`src/rtl/tmt_pkg.sv`:
```
// ----------------------------------------------------------------------------
// tmt_pkg
// Shared types, character codes and SGR codes of the text-mode terminal.
// ----------------------------------------------------------------------------
package tmt_pkg;

    // Command classes handed from the front end to the back end
    typedef enum logic [3:0] {
        OP_READ,
        OP_BS,
        OP_TAB,
        OP_CR,
        OP_LF,
        OP_ESC,
        OP_FF,
        OP_PRINT,
        OP_NOP,
        OP_SEQ_SKIP,
        OP_DIGIT,
        OP_SEMI,
        OP_SGR,
        OP_ABORT
    } op_t;

    typedef struct packed {
        op_t         op;
        logic [7:0]  code;
        logic [12:0] index;
        logic        seq;     // escape state after this item
    } cmd_t;

    localparam int QUEUE_DEPTH = 2;

    // Configuration port
    localparam int CFG_IDX_W  = 2;
    localparam int CFG_DATA_W = 8;
    localparam logic [CFG_IDX_W-1:0] CFG_ROWS = 2'd0;
    localparam logic [CFG_IDX_W-1:0] CFG_COLS = 2'd1;
    localparam logic [CFG_IDX_W-1:0] CFG_DFG  = 2'd2;
    localparam logic [CFG_IDX_W-1:0] CFG_DBG  = 2'd3;

    localparam logic [6:0] RST_ROWS = 7'd25;
    localparam logic [7:0] RST_COLS = 8'd80;
    localparam logic [3:0] RST_DFG  = 4'd7;
    localparam logic [3:0] RST_DBG  = 4'd0;

    localparam logic [15:0] RESET_CELL = 16'h0720;

    // Character codes
    localparam logic [7:0] CH_BS       = 8'h08;
    localparam logic [7:0] CH_TAB      = 8'h09;
    localparam logic [7:0] CH_LF       = 8'h0A;
    localparam logic [7:0] CH_FF       = 8'h0C;
    localparam logic [7:0] CH_CR       = 8'h0D;
    localparam logic [7:0] CH_ESC      = 8'h1B;
    localparam logic [7:0] CH_BLANK    = 8'h20;
    localparam logic [7:0] CH_ZERO     = 8'h30;
    localparam logic [7:0] CH_NINE     = 8'h39;
    localparam logic [7:0] CH_SEMI     = 8'h3B;
    localparam logic [7:0] CH_LBRACKET = 8'h5B;
    localparam logic [7:0] CH_SGR_END  = 8'h6D;

    // SGR codes
    localparam logic [7:0] SGR_RESET  = 8'd0;
    localparam logic [7:0] SGR_BOLD   = 8'd1;
    localparam logic [7:0] SGR_FG_LO  = 8'd30;
    localparam logic [7:0] SGR_FG_HI  = 8'd37;
    localparam logic [7:0] SGR_FG_DEF = 8'd39;
    localparam logic [7:0] SGR_BG_LO  = 8'd40;
    localparam logic [7:0] SGR_BG_HI  = 8'd47;
    localparam logic [7:0] SGR_BG_DEF = 8'd49;

    localparam logic [3:0] BOLD_OFFSET = 4'd8;

    // ANSI colour number to VGA palette index
    function automatic logic [2:0] ansi_to_vga(input logic [2:0] a);
        logic [2:0] v;
        case (a)
            3'd0:    v = 3'd0;
            3'd1:    v = 3'd4;
            3'd2:    v = 3'd2;
            3'd3:    v = 3'd6;
            3'd4:    v = 3'd1;
            3'd5:    v = 3'd5;
            3'd6:    v = 3'd3;
            default: v = 3'd7;
        endcase
        return v;
    endfunction

endpackage

```
`src/rtl/tmt_queue.sv`:
```
// ----------------------------------------------------------------------------
// tmt_queue
// Short command queue between front end and back end.
// ----------------------------------------------------------------------------
module tmt_queue (
    input  logic          clk,
    input  logic          rst_n,
    input  logic          push,
    input  tmt_pkg::cmd_t push_data,
    input  logic          pop,
    output tmt_pkg::cmd_t pop_data,
    output logic          full,
    output logic          empty
);
    import tmt_pkg::*;

    localparam int QAW = (QUEUE_DEPTH > 1) ? $clog2(QUEUE_DEPTH) : 1;
    localparam int QCW = $clog2(QUEUE_DEPTH + 1);

    cmd_t             slot_reg [QUEUE_DEPTH];
    logic [QAW-1:0]   wr_ptr_reg, wr_ptr_next;
    logic [QAW-1:0]   rd_ptr_reg, rd_ptr_next;
    logic [QCW-1:0]   count_reg, count_next;

    assign full     = (32'(count_reg) == QUEUE_DEPTH);
    assign empty    = (count_reg == '0);
    assign pop_data = slot_reg[rd_ptr_reg];

    function automatic logic [QAW-1:0] bump(input logic [QAW-1:0] p);
        return (32'(p) == QUEUE_DEPTH - 1) ? '0 : QAW'(p + 1'b1);
    endfunction

    always_comb
    begin
        wr_ptr_next = push ? bump(wr_ptr_reg) : wr_ptr_reg;
        rd_ptr_next = pop ? bump(rd_ptr_reg) : rd_ptr_reg;
        count_next  = count_reg;
        if (push && !pop)
            count_next = QCW'(count_reg + 1'b1);
        else if (pop && !push)
            count_next = QCW'(count_reg - 1'b1);
    end

    always_ff @(posedge clk)
    begin
        if (push)
            slot_reg[wr_ptr_reg] <= push_data;
    end

    always_ff @(posedge clk or negedge rst_n)
    begin
        if (!rst_n)
        begin
            wr_ptr_reg <= '0;
            rd_ptr_reg <= '0;
            count_reg  <= '0;
        end
        else
        begin
            wr_ptr_reg <= wr_ptr_next;
            rd_ptr_reg <= rd_ptr_next;
            count_reg  <= count_next;
        end
    end

endmodule

```
`config.mk`:
```
export PLATFORM = sky130hd
export DESIGN_NAME = tmt_queue
export DESIGN_NICKNAME = d
export VERILOG_FILES = /design/src/rtl/tmt_pkg.sv /design/src/rtl/tmt_queue.sv
export SDC_FILE = /design/constraint.sdc
export NUM_CORES = 1
export LEC_CHECK = 0
export ABC_AREA = 0
export BUFFER_PORTS_ARGS = -buffer_cell sky130_fd_sc_hd__buf_4
export CAP_MARGIN = 20
export CORE_ASPECT_RATIO = 0.8
export CORE_UTILIZATION = 40
export DETAILED_ROUTE_END_ITERATION = 10
export PLACE_DENSITY = 0.69
export SLEW_MARGIN = 30
export SYNTH_ARGS = -nofsm -noshare
export SYNTH_HDL_FRONTEND = slang
export SYNTH_SLANG_ARGS = --single-unit
```
`constraint.sdc`:
```
create_clock -name clk -period 4.2 [get_ports clk]
set_input_delay 0.42 -clock clk [delete_from_list [all_inputs] [get_ports clk]]
set_output_delay 0.42 -clock clk [all_outputs]
set_load 0.005 [all_outputs]
```
---- Word-level counts from Yosys, hierarchy flattened ----
Memories as Yosys holds them, arrays and structs flattened.
Cells that the tools add are included.
W data, S select, Z words.
storage, ports and cells
  logic and storage cells ................. 21
  memories kept ........................... 1
  bits of input ports ..................... 30
  flip-flop bits (word level) ............. 4
  RAM bits ................................ 52
  output and inout bits ................... 28
memory list
  name      depth  width  rd ports  clocked after Yosys merged registers in  wr ports  RTL line         text
  slot_reg  2      26     1         0                                        1         tmt_queue.sv:20  cmd_t slot_reg [QUEUE_DEPTH];
operators by class
  mux-type cells .......................... 6
  eq/ne operators ......................... 1
  reduce and logical (&&, ||, !) cells .... 6
  add/sub/neg operators ................... 4
operators with widths
  cell                   count
  $mux W1                4
  $mux W2                2
  $add A1 B1 Y1 const B  2
  $add A2 B1 Y2 const B  1
  $eq A2 B2 Y1 const B   1
  $logic_and A1 B1 Y1    2
  $logic_not A1 Y1       2
  $logic_not A2 Y1       1
  $reduce_bool A2 Y1     1
  $sub A2 B1 Y2 const B  1

---- Longest topological paths before layout ----
  depth in word-level cells ............... 4
  gate-level depth with buffers ........... 5

---- Worst setup path after synthesis ----
OpenSTA, ideal clock, no wires.
  path kind ............................... in2reg
  from .................................... input push
  to ...................................... memory slot_reg[0][0] in the netlist's numbering, enable pin
  arrival time ............................ 1.611 ns
  setup time .............................. 0.412 ns
  path slack .............................. 2.177 ns
  data required time ...................... 3.788 ns
  path buffers ............................ 0
  stages .................................. 1
  cells stage by stage .................... nor2b_1
between the ends
  longest elaborated chain between the ends .. 2
ends and longest elaborated chain
  what                           RTL line         text
  from (decl)                    tmt_queue.sv:8   input logic push,
  $mux W1                        tmt_queue.sv:46  if (push)
  $mux W1 (implied by the code)  tmt_queue.sv:47  slot_reg[wr_ptr_reg] <= push_data;
  to (decl)                      tmt_queue.sv:20
Every way passes these cells.

==> metrics.json <==
{
  "result_of_the_run": "finished, violations left",
  "violations": "design-rule violations",
  "postPlaceCellArea_um2": 2640,
  "synthesis.nets": 128,
  "max_cap_viol_count": 0,
  "post_synth_inst_count": 97,
  "timing_worst_setup_path_type": "register to output port",
  "ant_nets": 0,
  "synth_area_per_cell_um2": 22.3,
  "reg2reg_from": "wr_ptr_reg",
  "dp_slack_ns": 1.96,
  "clk_latency_ns": 0.29,
  "synthToLayoutAreaGrowth_pct": 26.0,
  "wire_per_inst_um": 15.1,
  "timing_hold_violations_final": 0,
  "worst_setup_path_startpoint": "rd_ptr_reg",
  "netlist_top_cells_area": "sky130_fd_sc_hd__edfxtp_1 72%, sky130_fd_sc_hd__mux2_4 13%, sky130_fd_sc_hd__dfrtp_1 4.6%, sky130_fd_sc_hd__mux2_2 3.6%, sky130_fd_sc_hd__buf_12 1.9%",
  "antenna-diode-count": 0,
  "hold-path-cell-count": 1,
  "post_cts_buffers": 0,
  "synthesis.area_um2": 2160,
  "critical_path.max_fanout": 17,
  "vias_per_cell": 4.69,
  "first_global_vias": 1105,
  "grt_antenna_before_repair": 0,
  "tritoncts": "yes",
  "final_core_util": 0.535,
  "worst_vdd_rail_ir_drop_v": 0.000353,
  "fillers": 428,
  "number_of_max_slew_violations_in_the_final_report": 0,
  "die-height_um": 67.8,
  "ctsHtreeMaxLevel": 2,
  "total_power_mw": 1.62,
  "fmax_ghz": 0.392,
  "layout_setup_ws_ns": 1.65,
  "layout-drive-gt1-share": 0.568,
  "worst-endpoint-required_ns": 3.78,
  "cp-start-kind": "register",
  "period_needed_ns": 2.55,
  "place_inst": 215,
  "buffer_ports.inserted": 57,
  "detailroute.via_count": 1050,
  "overall_routing_resource_usage": 0.129,
  "fp.dieArea_um2": 5710,
  "die_width_um": 84.2,
  "root_buffer": "sky130_fd_sc_hd__clkbuf_8",
  "worst_hold_slack_ns": 0.307,
  "drt_first_pass_iters": 7,
  "synth-seq-area-share": 0.768,
  "tns_ns": 0,
  "crit_arrival_ns": 2.13,
  "finalNonFillerCells": 224,
  "synth.distinct_cells": 13,
  "synth_seq_cells": 56,
  "grt_start_max_net_pins": 27,
  "totalWireLength_um": 3390,
  "worstHoldStart": "push_data[7]",
  "max_slew.worst_pin.slew_ns": 0.941,
  "placement_rows": 23,
  "cts_sinks": 56,
  "grt_first_pass_wirelength_um": 5350,
  "initial_core_util": 0.425,
  "yosys_warnings": 0,
  "worstHoldPathType": "input port to register",
  "fin_area_um2": 2730,
  "setup_violations": 0,
  "grt-ovfl-total": 0,
  "post_route_clock_skew_ns": 0.00244,
  "drc": 10,
  "grt_setup_unrepaired": "false",
  "timing.slew.headroom": 0.373,
  "worstSetupEndpointType": "output port",
  "coreArea_um2": 5090,
  "pwr_density_cell_nw_per_um2": 595,
  "final_min_period_over_clock_period": 0.607,
  "rr_worst_depth": 2,
  "place_congestion": 0.724,
  "max-clock-path-buffers": 2,
  "synth_top_cell_by_area": "sky130_fd_sc_hd__edfxtp_1",
  "pin_count": 58,
  "power.leakage_nw": 1.09,
  "cts_made_buffers": 5,
  "nets": 192,
  "largest_register_ff_count": 52,
  "drtIter0Drc": 55,
  "dp.final_hpwl_um": 2400,
  "clk_pin_slew_worst_paths_ns": 0.08,
  "synth_top_area_frac": 0.722
}
-- metal layers --
layer	global-route usage	vias up	routed length, µm
li1	-	495	-
met1	0.157	505	1490
met2	0.220	47	1600
met3	0.0477	3	285
met4	0.0323	0	21
met5	0	-	0
-- what timing repair did --
item / in CTS / in global routing
endpoints found under the hold margin: 4 / 0
resized for setup: 0 / 0
hold buffers: 1 / 0
-- cell usage in the layout, fill, tap and decap left out --
master                          synthesis  final
sky130_fd_sc_hd__xnor2_1                1      1
sky130_fd_sc_hd__clkbuf_1               0      2
sky130_fd_sc_hd__nor2b_2                0      1
sky130_fd_sc_hd__clkinv_1               0      1
sky130_fd_sc_hd__xor2_1                 4      4
sky130_fd_sc_hd__mux2_4                19     19
sky130_fd_sc_hd__dlygate4sd3_1          0      1
sky130_fd_sc_hd__mux2_2                 7      7
sky130_fd_sc_hd__ha_1                   1      1
sky130_fd_sc_hd__buf_4                  0     59
sky130_fd_sc_hd__inv_1                  1      1
sky130_fd_sc_hd__dfrtp_1                4      4
sky130_fd_sc_hd__and2_2                 0      1
sky130_fd_sc_hd__edfxtp_1              52     52
sky130_fd_sc_hd__nor2b_1                2      1
sky130_fd_sc_hd__nor2_1                 2      2
sky130_fd_sc_hd__clkbuf_8               0      5
-- cell usage after synthesis, drive strengths merged --
cell type and number:
xor2 4, ha 1, buf 3, xnor2 1
dfrtp 4, nor2 2, and2 1, edfxtp 52
nor2b 2, mux2 26, inv 1
-- worst max-delay path, cell delays in order, from the launching register on --
cell	delay, ns
sky130_fd_sc_hd__dfrtp_1	0.97
sky130_fd_sc_hd__buf_4	0.36
sky130_fd_sc_hd__mux2_2	0.36
sky130_fd_sc_hd__buf_4	0.14
-- power breakdown --
| group | internal [mW] | switching [mW] |
|---|---|---|
| clock network | 0.116 | 0.149 |
| logic | 0.342 | 0.192 |
| registers | 0.744 | 0.0794 |
| total | 1.20 | 0.421 |
-- logic make-up (layout without fill, tap and decap cells) --
group / Yosys count / after routing / synth area share
XOR/XNOR: 5 / 5 / 0.0202
adder cells (fa/ha/maj): 1 / 1 / 0.00578
buffers and inverters: 4 / 69 / 0.0254
flip-flops: 56 / 56 / 0.768
AND/OR/NAND/NOR: 5 / 5 / 0.0121
multiplexers: 26 / 26 / 0.168
-- cell type report --
type	instances	area, µm²	share of cell area
Sequential cell	56	1660	0.609
Timing Repair Buffer	60	453	0.166
Multi-Input combinational cell	37	450	0.165
Tap cell	62	77.6	0.0285
Clock buffer	7	76.3	0.0280
Clock inverter	1	3.75	0.00138
Inverter	1	3.75	0.00138
-- worst paths after layout --
path / end / slack [ns]
max reg2reg: slot_reg[0][21] / 2.73
min in group asynchronous: count_reg[0] / 0.45
max in group asynchronous: wr_ptr_reg / 3.65
min reg2reg: count_reg[1] / 0.50
max: pop_data[25] / 1.65
min: slot_reg[0][7] / 0.31
Power figures use the tool's default switching activity.
