[src/rtl/tmt_pkg.sv]
// ----------------------------------------------------------------------------
// tmt_pkg
// Shared types, character codes and SGR codes of the text-mode terminal.
// ----------------------------------------------------------------------------
package tmt_pkg;

    // Command classes handed from the front end to the back end
    typedef enum logic [3:0] {
        OP_READ,
        OP_BS,
        OP_TAB,
        OP_CR,
        OP_LF,
        OP_ESC,
        OP_FF,
        OP_PRINT,
        OP_NOP,
        OP_SEQ_SKIP,
        OP_DIGIT,
        OP_SEMI,
        OP_SGR,
        OP_ABORT
    } op_t;

    typedef struct packed {
        op_t         op;
        logic [7:0]  code;
        logic [12:0] index;
        logic        seq;     // escape state after this item
    } cmd_t;

    localparam int QUEUE_DEPTH = 2;

    // Configuration port
    localparam int CFG_IDX_W  = 2;
    localparam int CFG_DATA_W = 8;
    localparam logic [CFG_IDX_W-1:0] CFG_ROWS = 2'd0;
    localparam logic [CFG_IDX_W-1:0] CFG_COLS = 2'd1;
    localparam logic [CFG_IDX_W-1:0] CFG_DFG  = 2'd2;
    localparam logic [CFG_IDX_W-1:0] CFG_DBG  = 2'd3;

    localparam logic [6:0] RST_ROWS = 7'd25;
    localparam logic [7:0] RST_COLS = 8'd80;
    localparam logic [3:0] RST_DFG  = 4'd7;
    localparam logic [3:0] RST_DBG  = 4'd0;

    localparam logic [15:0] RESET_CELL = 16'h0720;

    // Character codes
    localparam logic [7:0] CH_BS       = 8'h08;
    localparam logic [7:0] CH_TAB      = 8'h09;
    localparam logic [7:0] CH_LF       = 8'h0A;
    localparam logic [7:0] CH_FF       = 8'h0C;
    localparam logic [7:0] CH_CR       = 8'h0D;
    localparam logic [7:0] CH_ESC      = 8'h1B;
    localparam logic [7:0] CH_BLANK    = 8'h20;
    localparam logic [7:0] CH_ZERO     = 8'h30;
    localparam logic [7:0] CH_NINE     = 8'h39;
    localparam logic [7:0] CH_SEMI     = 8'h3B;
    localparam logic [7:0] CH_LBRACKET = 8'h5B;
    localparam logic [7:0] CH_SGR_END  = 8'h6D;

    // SGR codes
    localparam logic [7:0] SGR_RESET  = 8'd0;
    localparam logic [7:0] SGR_BOLD   = 8'd1;
    localparam logic [7:0] SGR_FG_LO  = 8'd30;
    localparam logic [7:0] SGR_FG_HI  = 8'd37;
    localparam logic [7:0] SGR_FG_DEF = 8'd39;
    localparam logic [7:0] SGR_BG_LO  = 8'd40;
    localparam logic [7:0] SGR_BG_HI  = 8'd47;
    localparam logic [7:0] SGR_BG_DEF = 8'd49;

    localparam logic [3:0] BOLD_OFFSET = 4'd8;

    // ANSI colour number to VGA palette index
    function automatic logic [2:0] ansi_to_vga(input logic [2:0] a);
        logic [2:0] v;
        case (a)
            3'd0:    v = 3'd0;
            3'd1:    v = 3'd4;
            3'd2:    v = 3'd2;
            3'd3:    v = 3'd6;
            3'd4:    v = 3'd1;
            3'd5:    v = 3'd5;
            3'd6:    v = 3'd3;
            default: v = 3'd7;
        endcase
        return v;
    endfunction

endpackage

[src/rtl/tmt_if.sv]
// ----------------------------------------------------------------------------
// tmt_if
// Valid/ready channels of the text-mode terminal: request in, result out.
// ----------------------------------------------------------------------------
interface tmt_in_if;
    logic        valid;
    logic        ready;
    logic        req_type;
    logic [7:0]  char_code;
    logic [12:0] cell_index;

    modport source (output valid, output req_type, output char_code,
                    output cell_index, input ready);
    modport sink   (input valid, input req_type, input char_code,
                    input cell_index, output ready);
endinterface


[src/rtl/tmt_front.sv]
// ----------------------------------------------------------------------------
// tmt_front
// Accepts requests, tracks the escape state and classifies each byte.
// ----------------------------------------------------------------------------
module tmt_front (
    input  logic          clk,
    input  logic          rst_n,
    tmt_in_if.sink        in_ch,
    input  logic          q_full,
    input  logic          init_busy,
    output logic          q_push,
    output tmt_pkg::cmd_t q_data
);
    import tmt_pkg::*;

    logic seq_reg;
    logic seq_next;

    assign in_ch.ready = !q_full && !init_busy;
    assign q_push      = in_ch.valid && in_ch.ready;

    always_comb
    begin
        q_data.code  = in_ch.char_code;
        q_data.index = in_ch.cell_index;
        q_data.op    = OP_NOP;
        seq_next     = seq_reg;
        if (in_ch.req_type)
        begin
            q_data.op = OP_READ;
        end
        else if (seq_reg)
        begin
            unique case (in_ch.char_code) inside
                CH_LBRACKET:        q_data.op = OP_SEQ_SKIP;
                [CH_ZERO:CH_NINE]:  q_data.op = OP_DIGIT;
                CH_SEMI:            q_data.op = OP_SEMI;
                CH_SGR_END:
                begin
                    q_data.op = OP_SGR;
                    seq_next  = 1'b0;
                end
                default:
                begin
                    q_data.op = OP_ABORT;
                    seq_next  = 1'b0;
                end
            endcase
        end
        else
        begin
            unique case (in_ch.char_code) inside
                CH_BS:  q_data.op = OP_BS;
                CH_TAB: q_data.op = OP_TAB;
                CH_CR:  q_data.op = OP_CR;
                CH_LF:  q_data.op = OP_LF;
                CH_FF:  q_data.op = OP_FF;
                CH_ESC:
                begin
                    q_data.op = OP_ESC;
                    seq_next  = 1'b1;
                end
                [CH_BLANK:8'hFF]: q_data.op = OP_PRINT;
                default:          q_data.op = OP_NOP;
            endcase
        end
        q_data.seq = seq_next;
    end

    always_ff @(posedge clk or negedge rst_n)
    begin
        if (!rst_n)
            seq_reg <= 1'b0;
        else if (q_push)
            seq_reg <= seq_next;
    end

endmodule

[src/flat_wrapper.sv]
// flat-port wrapper written by rule: the top's interface ports become plain ports
module tmt_front_flat import tmt_pkg::*;
  (clk, rst_n, q_full, init_busy, q_push, q_data, in_ch_valid, in_ch_req_type, in_ch_char_code, in_ch_cell_index, in_ch_ready);
  tmt_in_if in_ch_i ();
  input  logic clk;
  input  logic rst_n;
  input  logic q_full;
  input  logic init_busy;
  output logic q_push;
  output tmt_pkg::cmd_t q_data;
  input wire logic [$bits(in_ch_i.valid)-1:0] in_ch_valid;
  input wire logic [$bits(in_ch_i.req_type)-1:0] in_ch_req_type;
  input wire logic [$bits(in_ch_i.char_code)-1:0] in_ch_char_code;
  input wire logic [$bits(in_ch_i.cell_index)-1:0] in_ch_cell_index;
  output wire logic [$bits(in_ch_i.ready)-1:0] in_ch_ready;
  assign in_ch_i.valid = in_ch_valid;
  assign in_ch_i.req_type = in_ch_req_type;
  assign in_ch_i.char_code = in_ch_char_code;
  assign in_ch_i.cell_index = in_ch_cell_index;
  assign in_ch_ready = in_ch_i.ready;
  tmt_front u_core (.clk(clk), .rst_n(rst_n), .in_ch(in_ch_i), .q_full(q_full), .init_busy(init_busy), .q_push(q_push), .q_data(q_data));
endmodule
[config.mk]
export PLATFORM = sky130hd
export DESIGN_NAME = tmt_front_flat
export DESIGN_NICKNAME = d
export VERILOG_FILES = /design/src/rtl/tmt_pkg.sv /design/src/rtl/tmt_if.sv /design/src/rtl/tmt_front.sv /design/src/flat_wrapper.sv
export SDC_FILE = /design/constraint.sdc
export NUM_CORES = 1
export LEC_CHECK = 0
export BUFFER_PORTS_ARGS = -buffer_cell sky130_fd_sc_hd__buf_2
export CAP_MARGIN = 40
export CORE_AREA = 2 2 42 44
export DETAILED_ROUTE_END_ITERATION = 10
export DIE_AREA = 0 0 44 46
export PLACE_DENSITY = 0.86
export REMOVE_ABC_BUFFERS = 1
export SLEW_MARGIN = 20
export SYNTH_ARGS = -nofsm -noshare
export SYNTH_HDL_FRONTEND = slang
export SYNTH_SLANG_ARGS = --single-unit
export TNS_END_PERCENT = 5
[constraint.sdc]
create_clock -name clk -period 1.4 [get_ports clk]
set_clock_uncertainty 0.15 [all_clocks]
set_input_delay 0.14 -clock clk [delete_from_list [all_inputs] [get_ports clk]]
set_output_delay 0.14 -clock clk [all_outputs]
set_load 0.05 [all_outputs]
# After elaboration in Yosys (flattened, before gate mapping)
# Cells that the tools add are included.
# word_totals
reg_bits,1
in_bits,27
output_inout_bits,28
elab_cells,29
# op_classes
order_cmp,4
n_eq_ne,9
mux,8
n_reduce_logical,7
# ops
op,count
$eq 8x4->1 const B,5
$pmux 4 s7,1
$eq 8x7->1 const B,2
$ge 8x6->1 const B,2
$pmux 3 s4,1
$eq 8x5->1 const B,1
$eq 8x6->1 const B,1
$le 8x6->1 const B,1
$le 8x8->1 const B,1
$mux 4,2
$logic_and 1x1->1,4
$mux 1,4
$reduce_or 3->1,1
$logic_not 1->1,2

# Longest topological paths before layout
# depth
depth_word,6
mapped_depth,6
mapped_depth_nobuf,5

# Least setup slack after synthesis
# Ideal clock, no wire load.
# synth_timing
path_type,input to output
from,in in_ch_char_code[4]
to,out q_data[22] (netlist bit)
t_arrival_ns,1.952
required_ns,1.110
slack_ns,-0.842
path_stages,5
path_buffers,1
cell_sequence,buf_2 and4bb_1 o21ai_0 o311a_1 a211oi_1
# synth_lines
item,line,rtl
from (decl),flat_wrapper.sv:13,input wire logic [$bits(in_ch_i.char_code)-1:0] in_ch_char_code;
to (decl),flat_wrapper.sv:10,output tmt_pkg::cmd_t q_data;

==> results.md <==
* Initial antenna violation count at 0
* Crit-path max FO at 9
* CP Launch Type: input pin
* Post-synth top flop: dfrtp_1
* Critical Path Max Stage Delay at 0.27 ns
* Die height at 46 um
* CP max-delay cell: a221oi_2
* Utilization after layout at 0.450
* 1st-iter DRT viols at 5
* Layout cell share with drive strength beyond 1 at 0.631
* Register area at 26.3 um^2
* Global placement routability congestion at 0.779
* WL/cell at 15.8 um
* Max FFs per register at 1
* Ys async rst share at 1.00
* Vias in the first global route at 530
* Die ar. at 0.00202 mm^2
* Total gr overflow at 0
* 1st-pass router iterations at 4
* Netlist cell types at 30
* Synthesized area at 508 um^2
* Ys Warns at 0
* # setup viols final at 3
* Ports at 55
* Ant diodes at 0
* Core ar. at 0.00161 mm^2
* Total power divided by cell area at 465 mW/mm^2
* Vias per cell at 5.59
* Final HPWL DP at 1120 um
* ANT nets after route at 0
* Worst-Margin Slew at 0.329 ns
* Slew HR at 0.780
* Failing checks: negative setup slack
* CP Cell Sequence: buf_12 > xor2_1 > nor3b_1 > o21ai_1 > a221oi_2 > buf_6
* R2R Setup Slk at 0.25 ns
* Final cycle utilization of the critical path at 1.07
* RSZ-0062 raised after global routing: yes
* Share of the synthesized area in the top cell type at 0.325
* Crit Path Class: input pin to output port
* Clk_lat worst skew at 0 ns
* Area leader, netlist: buf_4
* Leakage Power at 0.000316 uW
* Area of the multi-input gates at 363 um^2
* Final worst setup slack at -0.104 ns
* GRT Util Overall at 0.152
* Yosys reg bits at 1
* Starting Density at 0.315
* MaxCap Viol Count at 0
* Largest net degree at the start of global routing at 13
* Status: finished, violations left
* Fin. max-slew vios at 0
* Most frequent cell after synthesis: buf_4
* CP Data Arrival Time at 1.21 ns
* Post-Synthesis Cells at 70
* Crit-path leading delay family: compound AO/OA/AOI/OAI gates
* Post-route setup TNS at -0.187 ns
* CP bufs+invs at 2
* Post-synth EDFFs at 0
* Final Hold Viols at 0
* First-pass GRT wire length at 2360 um
* Fin crit period at 1.50 ns
* Fill count at 159
* CP endpoint kind: output port
* Max VDD drop at 0.180 mV
* PortBufs at 28
* Worst EP required at 1.11 ns
* Area contributors post-synth: buf_4 (33%), and4b_1 (5.9%), dfrtp_1 (4.9%)
* Routed wire length at 1590 um
* # DRC at 0
* Synth Area per Inst at 7.26 um^2
* Std-Cell Rows at 15
* Die width at 44 um
* HP Class: input pin to output port
* P&R area growth vs syn at 42.9%
* DR vias at 565
* Top cells by count, synth: buf_4 (22), a21oi_1 (4), nand2_1 (4)
* Nets@finish at 113
* Seq/Total Area, Yosys at 0.0493
* Overall Power at 337 uW
* Fmax at 0.665 GHz
[layer usage]
metal,up-vias,share of wire,GRT usage
met5,-,0,0.0857
met4,0,0,0
met3,0,0.13,0.0873
met2,36,0.50,0.256
met1,259,0.37,0.170
li1,270,-,-
[worst paths after layout]
| check | endpoint | start | depth (start not counted) |
|---|---|---|---|
| max in group asynchronous | u_core.seq_reg | rst_n | 2 |
| hold reg to reg | u_core.seq_reg | u_core.seq_reg | 2 |
| setup reg to reg | u_core.seq_reg | u_core.seq_reg | 3 |
| setup / recovery | q_data[24] | in_ch_char_code[4] | 6 |
| hold / removal | q_data[1] | in_ch_cell_index[0] | 0 |
| min in group asynchronous | u_core.seq_reg | rst_n | 2 |
[worst reg2reg max path, delay by kind of cell, from the launching register on]
| kind | cells | cell delay [ns] |
|---|---|---|
| AO/OA/AOI/OAI | 1 | 0.07 |
| buffers and inverters | 2 | 0.35 |
| flip-flops | 1 | 0.44 |
[timing repair]
item / 4_1_cts / 5_1_grt
endpoints found under the hold margin: 1 / 0
gates resized for setup: 29 / 12
hold buffers: 1 / 0
pin swaps: 7 / 5
endpoints found under the setup margin: 5 / 5
setup buffers: 2 / 0
[where the power goes]
group	total, uW	switching, uW	internal (uW)
sequential	37.8	5.56	32.3
clock	0	0	0
combinational	299	182	118
total	337	187	150
[layout make-up]
cell class,instances,share of cell area
multi-input cells,42,0.500
repair buffers,39,0.424
flip-flops and latches,1,0.0362
well taps,17,0.0293
inverters,2,0.0103
[stage by stage]
step | std cells | area (um^2) | hold WS (ns) | worst slack, ns
2_1_floorplan | 45 | 329 | -0.306 | -0.770
3_3_place_gp | 98 | 551 | -0.235 | -0.227
3_5_place_dp | 98 | 551 | -0.234 | -0.282
4_1_cts | 101 | 672 | 0.130 | -0.0665
5_1_grt | 101 | 726 | 0.130 | -0.140
6_report | 101 | 726 | 0.130 | -0.104
[logic make-up after synthesis]
logic type / Yosys count / synth area share
simple gates: 20 / 0.268
flops: 1 / 0.0493
buf+inv: 27 / 0.367
compound gates: 21 / 0.298
xor+xnor: 1 / 0.0172
[cell usage in the layout, fill, tap and decap left out, types with 2 or more instances in the layout]
master and instances:
a211oi_2 2, a21oi_2 3, and4b_1 3, buf_12 2, buf_2 17, buf_4 12, buf_6 6, inv_1 2
nand2_1 3, nor2_1 3, nor3b_1 2, o22ai_1 2
No activity file was read; power rests on OpenSTA's default activity.
